==> config.mk <==
export PLATFORM = sky130hd
export DESIGN_NAME = sliding_window_rms_top
export DESIGN_NICKNAME = d
export VERILOG_FILES = /design/src/sv/srms_pkg.sv /design/src/sv/sliding_window_rms_top.sv /design/src/sv/srms_front.sv /design/src/sv/srms_queue.sv /design/src/sv/srms_back.sv
export SDC_FILE = /design/constraint.sdc
export NUM_CORES = 2
export LEC_CHECK = 0
export BUFFER_PORTS_ARGS = -buffer_cell sky130_fd_sc_hd__buf_2
export CAP_MARGIN = 20
export CORE_MARGIN = 2
export CORE_UTILIZATION = 35
export DETAILED_ROUTE_END_ITERATION = 8
export GPL_TIMING_DRIVEN = 0
export PLACE_DENSITY = 0.57
export SYNTH_ARGS = -nofsm -noshare
export SYNTH_HDL_FRONTEND = slang
export SYNTH_SLANG_ARGS = --single-unit
==> constraint.sdc <==
create_clock -name clk -period 10.45 [get_ports clk]
set_clock_uncertainty 0.15 [all_clocks]
set_input_delay 3.135 -clock clk [delete_from_list [all_inputs] [get_ports clk]]
set_output_delay 3.135 -clock clk [all_outputs]
set_load 0.02 [all_outputs]
==> src/sv/srms_pkg.sv <==
// Shared constants and types for the sliding-window RMS block.
// Used by every module of the block; depends on nothing.
package srms_pkg;

  localparam int SAMPLE_BITS   = 12;
  localparam int WINDOW_MAX    = 4096;
  localparam int ACC_BITS      = 48;
  localparam int SQ_BITS       = 2 * SAMPLE_BITS;
  localparam int WIN_BITS      = 13;
  localparam int VPC_BITS      = 32;
  localparam int COUNTS_BITS   = 20;
  localparam int VOLTS_BITS    = 28;
  localparam int PROD_BITS     = COUNTS_BITS + VPC_BITS;
  localparam int DIV_BITS      = 64;
  localparam int FRAC_BITS     = 16;
  localparam int CFG_IDX_BITS  = 2;
  localparam int CFG_DATA_BITS = 32;
  localparam int QUEUE_DEPTH   = 2;
  localparam int QPTR_BITS     = $clog2(QUEUE_DEPTH);

  localparam logic [WIN_BITS-1:0]    OFFSET_RESET = '0;
  localparam logic [WIN_BITS-1:0]    WINDOW_RESET = WIN_BITS'(1);
  localparam logic [VPC_BITS-1:0]    VPC_RESET    = 32'h8000_0000;
  localparam logic [COUNTS_BITS-1:0] COUNTS_MAX   = '1;

  typedef enum logic [CFG_IDX_BITS-1:0] {
    REG_SAMPLE_OFFSET   = 2'd0,
    REG_WINDOW_LENGTH   = 2'd1,
    REG_VOLTS_PER_COUNT = 2'd2
  } cfg_reg_t;

  // One queued job: the updated accumulator split into its sign bit and its lower bits.
  typedef struct packed {
    logic                neg;
    logic [ACC_BITS-2:0] mag;
  } q_item_t;

  typedef struct packed {
    logic    valid;
    q_item_t item;
  } q_push_t;

  typedef struct packed {
    logic full;
    logic empty;
  } q_stat_t;

endpackage

==> src/sv/sliding_window_rms_top.sv <==
// Top level of the sliding-window RMS block: configuration registers and the
// front end, job queue and back end. Depends on srms_pkg, srms_front, srms_queue, srms_back.
//
// Usage:
//   Input channel (in_valid / in_stall): one transaction carries the newest ADC
//   sample and the sample from one window earlier. The front end squares both
//   deviations from the DC offset, registers the squares and then updates a
//   48-bit running sum; it takes no new transaction while the last one is being
//   squared, and none while the two-entry job queue is full.
//   Output channel (out_valid / out_stall): one transaction per input, carrying
//   the RMS in counts (Q12.8), in volts (Q12.16) and the negative-sum flag.
//   The back end sets the pace and works on one job at a time: it takes a job,
//   runs a two-bit-per-cycle divider and a one-bit-per-cycle square root,
//   multiplies and then loads the output register.
//   A negative sum skips the arithmetic and goes straight to the output load.
//   Configuration (cfg_valid / cfg_ready): cfg_ready is always high; writes are
//   meant for idle periods. Unknown indices are ignored.
//   Reset (rst_n low, synchronous) clears the running sum, empties the queue,
//   drops out_valid and restores register defaults.
//   While out_stall is high the output holds; the back end finishes the next job
//   and waits, then the queue fills and in_stall rises.
module sliding_window_rms_top
  import srms_pkg::*;
(
  input  logic                     clk,
  input  logic                     rst_n,
  input  logic                     in_valid,
  output logic                     in_stall,
  input  logic [SAMPLE_BITS-1:0]   in_newest_sample,
  input  logic [SAMPLE_BITS-1:0]   in_oldest_sample,
  output logic                     out_valid,
  input  logic                     out_stall,
  output logic [VOLTS_BITS-1:0]    out_rms_volts_q16,
  output logic [COUNTS_BITS-1:0]   out_rms_counts_q8,
  output logic                     out_sum_negative,
  input  logic                     cfg_valid,
  output logic                     cfg_ready,
  input  logic [CFG_IDX_BITS-1:0]  cfg_index,
  input  logic [CFG_DATA_BITS-1:0] cfg_data
);

  logic [SAMPLE_BITS-1:0] sample_offset_r;
  logic [WIN_BITS-1:0]    window_length_r;
  logic [VPC_BITS-1:0]    vpc_r;

  q_push_t q_push;
  q_item_t q_head;
  q_stat_t q_stat;
  logic    q_pop;

  // The register file never pushes back.
  assign cfg_ready = 1'b1;

  always_ff @(posedge clk) begin
    if (!rst_n) begin
      sample_offset_r <= OFFSET_RESET[SAMPLE_BITS-1:0];
      window_length_r <= WINDOW_RESET;
      vpc_r           <= VPC_RESET;
    end else if (cfg_valid && cfg_ready) begin
      unique case (cfg_index)
        REG_SAMPLE_OFFSET:   sample_offset_r <= cfg_data[SAMPLE_BITS-1:0];
        REG_WINDOW_LENGTH:   window_length_r <= cfg_data[WIN_BITS-1:0];
        REG_VOLTS_PER_COUNT: vpc_r           <= cfg_data[VPC_BITS-1:0];
        default: begin
        end
      endcase
    end
  end

  // The front end owns the running sum; each accepted sample becomes one queued job.
  srms_front u_front (
    .clk              (clk),
    .rst_n            (rst_n),
    .in_valid         (in_valid),
    .in_stall         (in_stall),
    .in_newest_sample (in_newest_sample),
    .in_oldest_sample (in_oldest_sample),
    .sample_offset    (sample_offset_r),
    .q_stat           (q_stat),
    .q_push           (q_push)
  );

  srms_queue u_queue (
    .clk    (clk),
    .rst_n  (rst_n),
    .q_push (q_push),
    .q_pop  (q_pop),
    .q_head (q_head),
    .q_stat (q_stat)
  );

  // The back end turns the sum into RMS values and drives the output register.
  srms_back u_back (
    .clk                 (clk),
    .rst_n               (rst_n),
    .q_head              (q_head),
    .q_stat              (q_stat),
    .q_pop               (q_pop),
    .window_length       (window_length_r),
    .volts_per_count_q32 (vpc_r),
    .out_valid           (out_valid),
    .out_stall           (out_stall),
    .out_rms_volts_q16   (out_rms_volts_q16),
    .out_rms_counts_q8   (out_rms_counts_q8),
    .out_sum_negative    (out_sum_negative)
  );

endmodule

==> src/sv/srms_front.sv <==
// Front end: accepts samples, squares their deviations and updates the accumulator.
// Depends on srms_pkg; feeds srms_queue.
module srms_front
  import srms_pkg::*;
(
  input  logic                   clk,
  input  logic                   rst_n,
  input  logic                   in_valid,
  output logic                   in_stall,
  input  logic [SAMPLE_BITS-1:0] in_newest_sample,
  input  logic [SAMPLE_BITS-1:0] in_oldest_sample,
  input  logic [SAMPLE_BITS-1:0] sample_offset,
  input  q_stat_t                q_stat,
  output q_push_t                q_push
);

  function automatic logic [SQ_BITS-1:0] dev_square(input logic [SAMPLE_BITS-1:0] s,
                                                    input logic [SAMPLE_BITS-1:0] ofs);
    logic [SAMPLE_BITS-1:0] d;
    d = (s >= ofs) ? (s - ofs) : (ofs - s);
    return SQ_BITS'(d) * SQ_BITS'(d);
  endfunction

  logic                sq_valid_r;
  logic [SQ_BITS-1:0]  sq_new_r;
  logic [SQ_BITS-1:0]  sq_old_r;
  logic [ACC_BITS-1:0] sum_r;
  logic [ACC_BITS-1:0] sum_nxt;
  logic                accept;

  // One transaction at a time; the queue always has room for the pending push.
  assign in_stall = sq_valid_r | q_stat.full;
  assign accept   = in_valid & ~in_stall;
  assign sum_nxt  = sum_r + ACC_BITS'(sq_new_r) - ACC_BITS'(sq_old_r);

  assign q_push.valid    = sq_valid_r;
  assign q_push.item.neg = sum_nxt[ACC_BITS-1];
  assign q_push.item.mag = sum_nxt[ACC_BITS-2:0];

  always_ff @(posedge clk) begin
    if (!rst_n) begin
      sq_valid_r <= 1'b0;
      sum_r      <= '0;
    end else begin
      sq_valid_r <= accept;
      if (sq_valid_r) begin
        sum_r <= sum_nxt;
      end
    end
  end

  always_ff @(posedge clk) begin
    if (accept) begin
      sq_new_r <= dev_square(in_newest_sample, sample_offset);
      sq_old_r <= dev_square(in_oldest_sample, sample_offset);
    end
  end

endmodule

==> src/sv/srms_queue.sv <==
// Short job queue between the front end and the arithmetic back end.
// Depends on srms_pkg.
module srms_queue
  import srms_pkg::*;
(
  input  logic    clk,
  input  logic    rst_n,
  input  q_push_t q_push,
  input  logic    q_pop,
  output q_item_t q_head,
  output q_stat_t q_stat
);

  q_item_t              mem_r [QUEUE_DEPTH];
  logic [QPTR_BITS-1:0] wr_ptr_r;
  logic [QPTR_BITS-1:0] rd_ptr_r;
  logic [QPTR_BITS:0]   count_r;

  function automatic logic [QPTR_BITS-1:0] ptr_inc(input logic [QPTR_BITS-1:0] p);
    return (p == QPTR_BITS'(QUEUE_DEPTH - 1)) ? '0 : p + 1'b1;
  endfunction

  assign q_head       = mem_r[rd_ptr_r];
  assign q_stat.full  = (count_r == (QPTR_BITS+1)'(QUEUE_DEPTH));
  assign q_stat.empty = (count_r == '0);

  always_ff @(posedge clk) begin
    if (!rst_n) begin
      wr_ptr_r <= '0;
      rd_ptr_r <= '0;
      count_r  <= '0;
    end else begin
      if (q_push.valid) begin
        wr_ptr_r <= ptr_inc(wr_ptr_r);
      end
      if (q_pop) begin
        rd_ptr_r <= ptr_inc(rd_ptr_r);
      end
      count_r <= count_r + (QPTR_BITS+1)'(q_push.valid) - (QPTR_BITS+1)'(q_pop);
    end
  end

  always_ff @(posedge clk) begin
    if (q_push.valid) begin
      mem_r[wr_ptr_r] <= q_push.item;
    end
  end

endmodule

==> src/sv/srms_back.sv <==
// Back end: serial divide by the window, serial square root, volts scaling, output register.
// Depends on srms_pkg; takes jobs from srms_queue.
module srms_back
  import srms_pkg::*;
(
  input  logic                   clk,
  input  logic                   rst_n,
  input  q_item_t                q_head,
  input  q_stat_t                q_stat,
  output logic                   q_pop,
  input  logic [WIN_BITS-1:0]    window_length,
  input  logic [VPC_BITS-1:0]    volts_per_count_q32,
  output logic                   out_valid,
  input  logic                   out_stall,
  output logic [VOLTS_BITS-1:0]  out_rms_volts_q16,
  output logic [COUNTS_BITS-1:0] out_rms_counts_q8,
  output logic                   out_sum_negative
);

  typedef enum logic [4:0] {
    B_IDLE = 5'b00001,
    B_DIV  = 5'b00010,
    B_SQRT = 5'b00100,
    B_MUL  = 5'b01000,
    B_DONE = 5'b10000
  } back_state_t;

  localparam int STEP_BITS   = $clog2(DIV_BITS / 2);
  localparam int VOLT_SHIFT  = PROD_BITS - VOLTS_BITS;

  back_state_t            state_r, state_nxt;
  logic [STEP_BITS-1:0]   cnt_r, cnt_nxt;
  logic [DIV_BITS-1:0]    dq_r, dq_nxt;
  logic [WIN_BITS-1:0]    rem_r, rem_nxt;
  logic [DIV_BITS-1:0]    v_r, v_nxt;
  logic [DIV_BITS-1:0]    res_r, res_nxt;
  logic [DIV_BITS-1:0]    bit_r, bit_nxt;
  logic [COUNTS_BITS-1:0] counts_r, counts_nxt;
  logic [PROD_BITS-1:0]   prod_r, prod_nxt;
  logic                   neg_r, neg_nxt;
  logic                   out_valid_r, out_valid_nxt;
  logic [VOLTS_BITS-1:0]  volts_r, volts_nxt;
  logic [COUNTS_BITS-1:0] ocounts_r, ocounts_nxt;
  logic                   oneg_r, oneg_nxt;
  logic [WIN_BITS-1:0]    n_eff;

  // A zero window acts as one, anything above the maximum as the maximum.
  always_comb begin
    priority if (window_length == '0) begin
      n_eff = WIN_BITS'(1);
    end else if (window_length > WIN_BITS'(WINDOW_MAX)) begin
      n_eff = WIN_BITS'(WINDOW_MAX);
    end else begin
      n_eff = window_length;
    end
  end

  always_comb begin
    logic [WIN_BITS-1:0] r_tmp;
    logic [DIV_BITS-1:0] d_tmp;
    logic [DIV_BITS-1:0] t_sum;
    logic [DIV_BITS-1:0] res_tmp;
    state_nxt     = state_r;
    cnt_nxt       = cnt_r;
    dq_nxt        = dq_r;
    rem_nxt       = rem_r;
    v_nxt         = v_r;
    res_nxt       = res_r;
    bit_nxt       = bit_r;
    counts_nxt    = counts_r;
    prod_nxt      = prod_r;
    neg_nxt       = neg_r;
    out_valid_nxt = out_valid_r;
    volts_nxt     = volts_r;
    ocounts_nxt   = ocounts_r;
    oneg_nxt      = oneg_r;
    q_pop         = 1'b0;
    r_tmp         = rem_r;
    d_tmp         = dq_r;
    t_sum         = res_r + bit_r;
    res_tmp       = res_r;

    if (out_valid_r && !out_stall) begin
      out_valid_nxt = 1'b0;
    end

    unique case (state_r)
      B_IDLE: begin
        if (!q_stat.empty) begin
          q_pop   = 1'b1;
          neg_nxt = q_head.neg;
          if (q_head.neg) begin
            counts_nxt = '0;
            prod_nxt   = '0;
            state_nxt  = B_DONE;
          end else begin
            dq_nxt    = {1'b0, q_head.mag, {FRAC_BITS{1'b0}}};
            rem_nxt   = '0;
            cnt_nxt   = '0;
            state_nxt = B_DIV;
          end
        end
      end
      B_DIV: begin
        // Two restoring division steps per cycle; quotient bits shift in from the bottom.
        for (int i = 0; i < 2; i++) begin
          r_tmp = {r_tmp[WIN_BITS-2:0], d_tmp[DIV_BITS-1]};
          d_tmp = {d_tmp[DIV_BITS-2:0], 1'b0};
          if (r_tmp >= n_eff) begin
            r_tmp    = r_tmp - n_eff;
            d_tmp[0] = 1'b1;
          end
        end
        dq_nxt  = d_tmp;
        rem_nxt = r_tmp;
        cnt_nxt = cnt_r + 1'b1;
        if (cnt_r == '1) begin
          v_nxt     = d_tmp;
          res_nxt   = '0;
          bit_nxt   = DIV_BITS'(1) << (DIV_BITS - 2);
          cnt_nxt   = '0;
          state_nxt = B_SQRT;
        end
      end
      B_SQRT: begin
        if (v_r >= t_sum) begin
          v_nxt   = v_r - t_sum;
          res_tmp = (res_r >> 1) + bit_r;
        end else begin
          res_tmp = res_r >> 1;
        end
        res_nxt = res_tmp;
        bit_nxt = bit_r >> 2;
        cnt_nxt = cnt_r + 1'b1;
        if (cnt_r == '1) begin
          counts_nxt = (|res_tmp[DIV_BITS-1:COUNTS_BITS]) ? COUNTS_MAX
                                                          : res_tmp[COUNTS_BITS-1:0];
          state_nxt  = B_MUL;
        end
      end
      B_MUL: begin
        prod_nxt  = PROD_BITS'(counts_r) * PROD_BITS'(volts_per_count_q32);
        state_nxt = B_DONE;
      end
      B_DONE: begin
        if (!out_valid_r || !out_stall) begin
          out_valid_nxt = 1'b1;
          volts_nxt     = prod_r[PROD_BITS-1:VOLT_SHIFT];
          ocounts_nxt   = counts_r;
          oneg_nxt      = neg_r;
          state_nxt     = B_IDLE;
        end
      end
      default: begin
        state_nxt = B_IDLE;
      end
    endcase
  end

  always_ff @(posedge clk) begin
    if (!rst_n) begin
      state_r     <= B_IDLE;
      out_valid_r <= 1'b0;
    end else begin
      state_r     <= state_nxt;
      out_valid_r <= out_valid_nxt;
    end
  end

  always_ff @(posedge clk) begin
    cnt_r     <= cnt_nxt;
    dq_r      <= dq_nxt;
    rem_r     <= rem_nxt;
    v_r       <= v_nxt;
    res_r     <= res_nxt;
    bit_r     <= bit_nxt;
    counts_r  <= counts_nxt;
    prod_r    <= prod_nxt;
    neg_r     <= neg_nxt;
    volts_r   <= volts_nxt;
    ocounts_r <= ocounts_nxt;
    oneg_r    <= oneg_nxt;
  end

  assign out_valid         = out_valid_r;
  assign out_rms_volts_q16 = volts_r;
  assign out_rms_counts_q8 = ocounts_r;
  assign out_sum_negative  = oneg_r;

endmodule

==> results_dict.tcl <==
set metrics [dict create \
    nNetsFinal 8448 \
    finalCritPeriodShare 0.9955 \
    die_h_um 433.6 \
    wl_met1_um 83330 \
    vdd_drop_max_v 0.0006427 \
    yosysTopAreaCell "edfxtp_1" \
    clk_latency_ns 0.69 \
    drt_iter0_markers 3769 \
    yosysWarnings 0 \
    synth_xor_area_frac 0.04543 \
    r2r_setup_slack_ns 0.50 \
    synth_top_family_by_area "adder cells" \
    antenna_found_initial 13 \
    setup_viol 0 \
    grt_max_degree 69 \
    r2r-start "u_back.counts_r[5]" \
    p_leak_nw 31.25 \
    hp-start "u_back.prod_r[31]" \
    worst_pin_slew_ns 1.249 \
    dp_hpwl_um 152700 \
    final_cell_area_sq_mm 0.07210 \
    r2r_end "u_back.prod_r[51]" \
    synth_compound_area_frac 0.1111 \
    ys_types 98 \
    hold_path_class "flip-flop to flip-flop" \
    synth_area_sq_mm 0.06459 \
    drv_cap 0 \
    startpoint_type "primary input" \
    io_buffers 112 \
    synth_cells 6898 \
    yosys.area_share.simple 0.1585 \
    grt_pass1_wl_um 291000 \
    first_pass_iters 6 \
    crit_path_frequent_cell "fa_1" \
    r2r.worst_path.cells 22 \
    cts_tree "built" \
    clock-sinks 598 \
    cp_max_fo 6 \
    syn_to_final_growth_pct 11.63 \
    synth-seq-area-share 0.2599 \
    crit_arrival_ns 10.66 \
    hold_depth 0 \
    wl_um 188800 \
    gr-total-overflow 0 \
    cp_top_family "adder cells" \
    finalHoldViolations 0 \
    synth_seq_cells 598 \
    worstPathRequired_ns 10.71 \
    drc 0 \
    path_clk_slew_ns 0.06 \
    core-area_sq_mm 0.1833 \
    grtUsageTotal 0.2015 \
    slowest_stage "fa_1" \
    utilization 0.3934 \
    antenna_left 0 \
    final_common_cell "inv_1" \
    clk_path_buf_depth 3 \
    holdPathEnd "u_back.out_rms_volts_q16[7]" \
    fill_cells 18223 \
    synth_flop_cell "edfxtp_1" \
    cts_buffers 70 \
    grt_pass1_vias 49751 \
    htree_levels 3 \
    synth.mux.area_fraction 0.02065 \
    cp_slowest_stage_delay_ns 0.53 \
    postSynthAreaPerCell_sq_um 9.363 \
    layout_common_cells "1020 x inv_1, 814 x nand2_1, 716 x fa_1" \
    num_rows 157 \
    io_pins 115 \
    vias_per_cell 5.093 \
    cp-end-kind "flip-flop" \
    outcome "completed" \
    rsz0062_at_grt "true" \
    crit_buf_inv 8 \
    met3WireLength_um 13520 \
    route.top_layer_used "met4" \
    postPlaceCellArea_sq_mm 0.06884 \
    post_synth_fa_ha_maj_area_fraction 0.3254 \
    drt-wirelength-per-cell_um 19.54 \
    cellPowerDensity_mw_per_mm2 307.8 \
    design.die.area_sq_mm 0.1880 \
    ys_top_cells_by_area "edfxtp_1 22%, fa_1 22%, ha_1 10%, inv_1 6.0%, nand2_1 4.7%" \
    mappedNetlistNets 8208 \
    relSlewSlack 0.1620 \
    async_flop_share 0 \
    wl_met2_um 83740 \
    die_x_um 433.6 \
    yosysTopAreaCellShare 0.2236 \
    root_buffer "clkbuf_16" \
    initial_utilization 0.3524 \
    maxSlewViolCount 0 \
    drive_above_1_share 0.07383 \
    gp_congestion 0.9498 \
    fmax_mhz 96.12 \
    cts_hold_buf 0 \
    period_needed_ns 10.40 \
    crit_type "primary input to flip-flop" \
    synth_edf_count 481 \
    via_count 49203 \
]
sequential cells by signal (all words and copies together), names as in the netlist, 2 cells and up, named ones only:
name,count
u_queue.mem_r,96
u_back.dq_r,64
u_back.res_r,64
u_back.v_r,64
u_front.sum_r,48
u_back.bit_r,32
vpc_r,32
u_back.out_rms_volts_q16,28
u_back.prod_r,28
u_front.sq_new_r,23
u_front.sq_old_r,23
u_back.counts_r,20
u_back.out_rms_counts_q8,20
window_length_r,13
sample_offset_r,12
u_back.rem_r,12
u_back.cnt_r,5
u_back.state_r,5
u_queue.count_r,2
what timing repair did:
action / in CTS / in global routing
pin swaps: 32 / 21
setup buffers: 29 / 15
setup endpoints to repair: 18 / 13
resized for setup: 79 / 52
cloned: 1 / 0
cell families (layout without fill, tap and decap cells):
kind of cell    Yosys count  after routing
compound gates         1111           1111
xor+xnor                335            335
simple gates           2132           2132
mux                     131            131
flops                   598            598
other cells               1              6
buf+inv                1343           1637
fa+ha+maj              1247           1247
cells in the mapped netlist (all sizes together), types with 23 or more instances:
cell,count
o21a,49
nor2,422
inv,1029
nand2b,38
edfxtp,481
nand3,82
o21bai,46
xnor2,197
a21oi,281
ha,526
nand2,818
nor3,73
o21ai,278
or3,31
clkbuf,283
xor2,138
nand4,45
and2,355
buf,29
and3,59
mux2i,113
a21boi,64
dfxtp,117
nor2b,98
o31ai,23
a31oi,58
fa,721
or2,38
a21o,107
a211oi,40
layer usage:
layer,vias to the layer above,track usage
met5,-,0
met4,0,0.08328
met3,304,0.03293
met2,1495,0.3164
met1,24278,0.2756
li1,23126,-
how the worst max path moves through the flow:
stage	start	to	slack, ns	cells after the start
after floorplan	u_back.res_r[4]	u_back.v_r[0]	-0.19	26
after global placement	u_back.bit_r[0]	u_back.v_r[2]	-4.57	28
after detailed placement	in_oldest_sample[0]	u_front.sq_old_r[23]	-1.70	34
after CTS	in_oldest_sample[0]	u_front.sq_old_r[23]	-0.04	39
after global routing	in_oldest_sample[0]	u_front.sq_old_r[23]	-0.23	38
final	in_oldest_sample[0]	u_front.sq_old_r[23]	0.05	35
cell type report:
class	count	area [sq um]	area share
multi-input cells	4957	43450	0.6027
well taps	2464	3083	0.04276
inverters	1031	3896	0.05404
clock inverters	39	379.1	0.005258
flip-flops and latches	598	16790	0.2328
plain buffers	310	1354	0.01878
repair buffers	170	1207	0.01675
clock buffers	87	1929	0.02676
diodes	5	12.51	0.0001735
power by group:
part | internal, mW | total [mW] | switching, mW
Clock | 1.40 | 2.49 | 1.09
Combinational | 6.43 | 15.4 | 8.99
Sequential | 3.97 | 4.28 | 0.308
Total | 11.8 | 22.2 | 10.4
through the flow:
step	hold WS [ns]	setup TNS, ns	setup WS [ns]	power [mW]	instances
global route	0.2741	-0.6303	-0.2289	24.38	9657
CTS	0.2690	-0.07535	-0.03993	21.91	9641
detailed placement	0.2545	-26.87	-1.702	18.91	9486
global placement	0.2547	-319.15	-4.568	18.66	9474
floorplan	0.2503	-12.63	-0.1941	15.01	6898
finish	0.2690	0	0.04683	22.19	9661
Power figures use the tool's default switching activity.
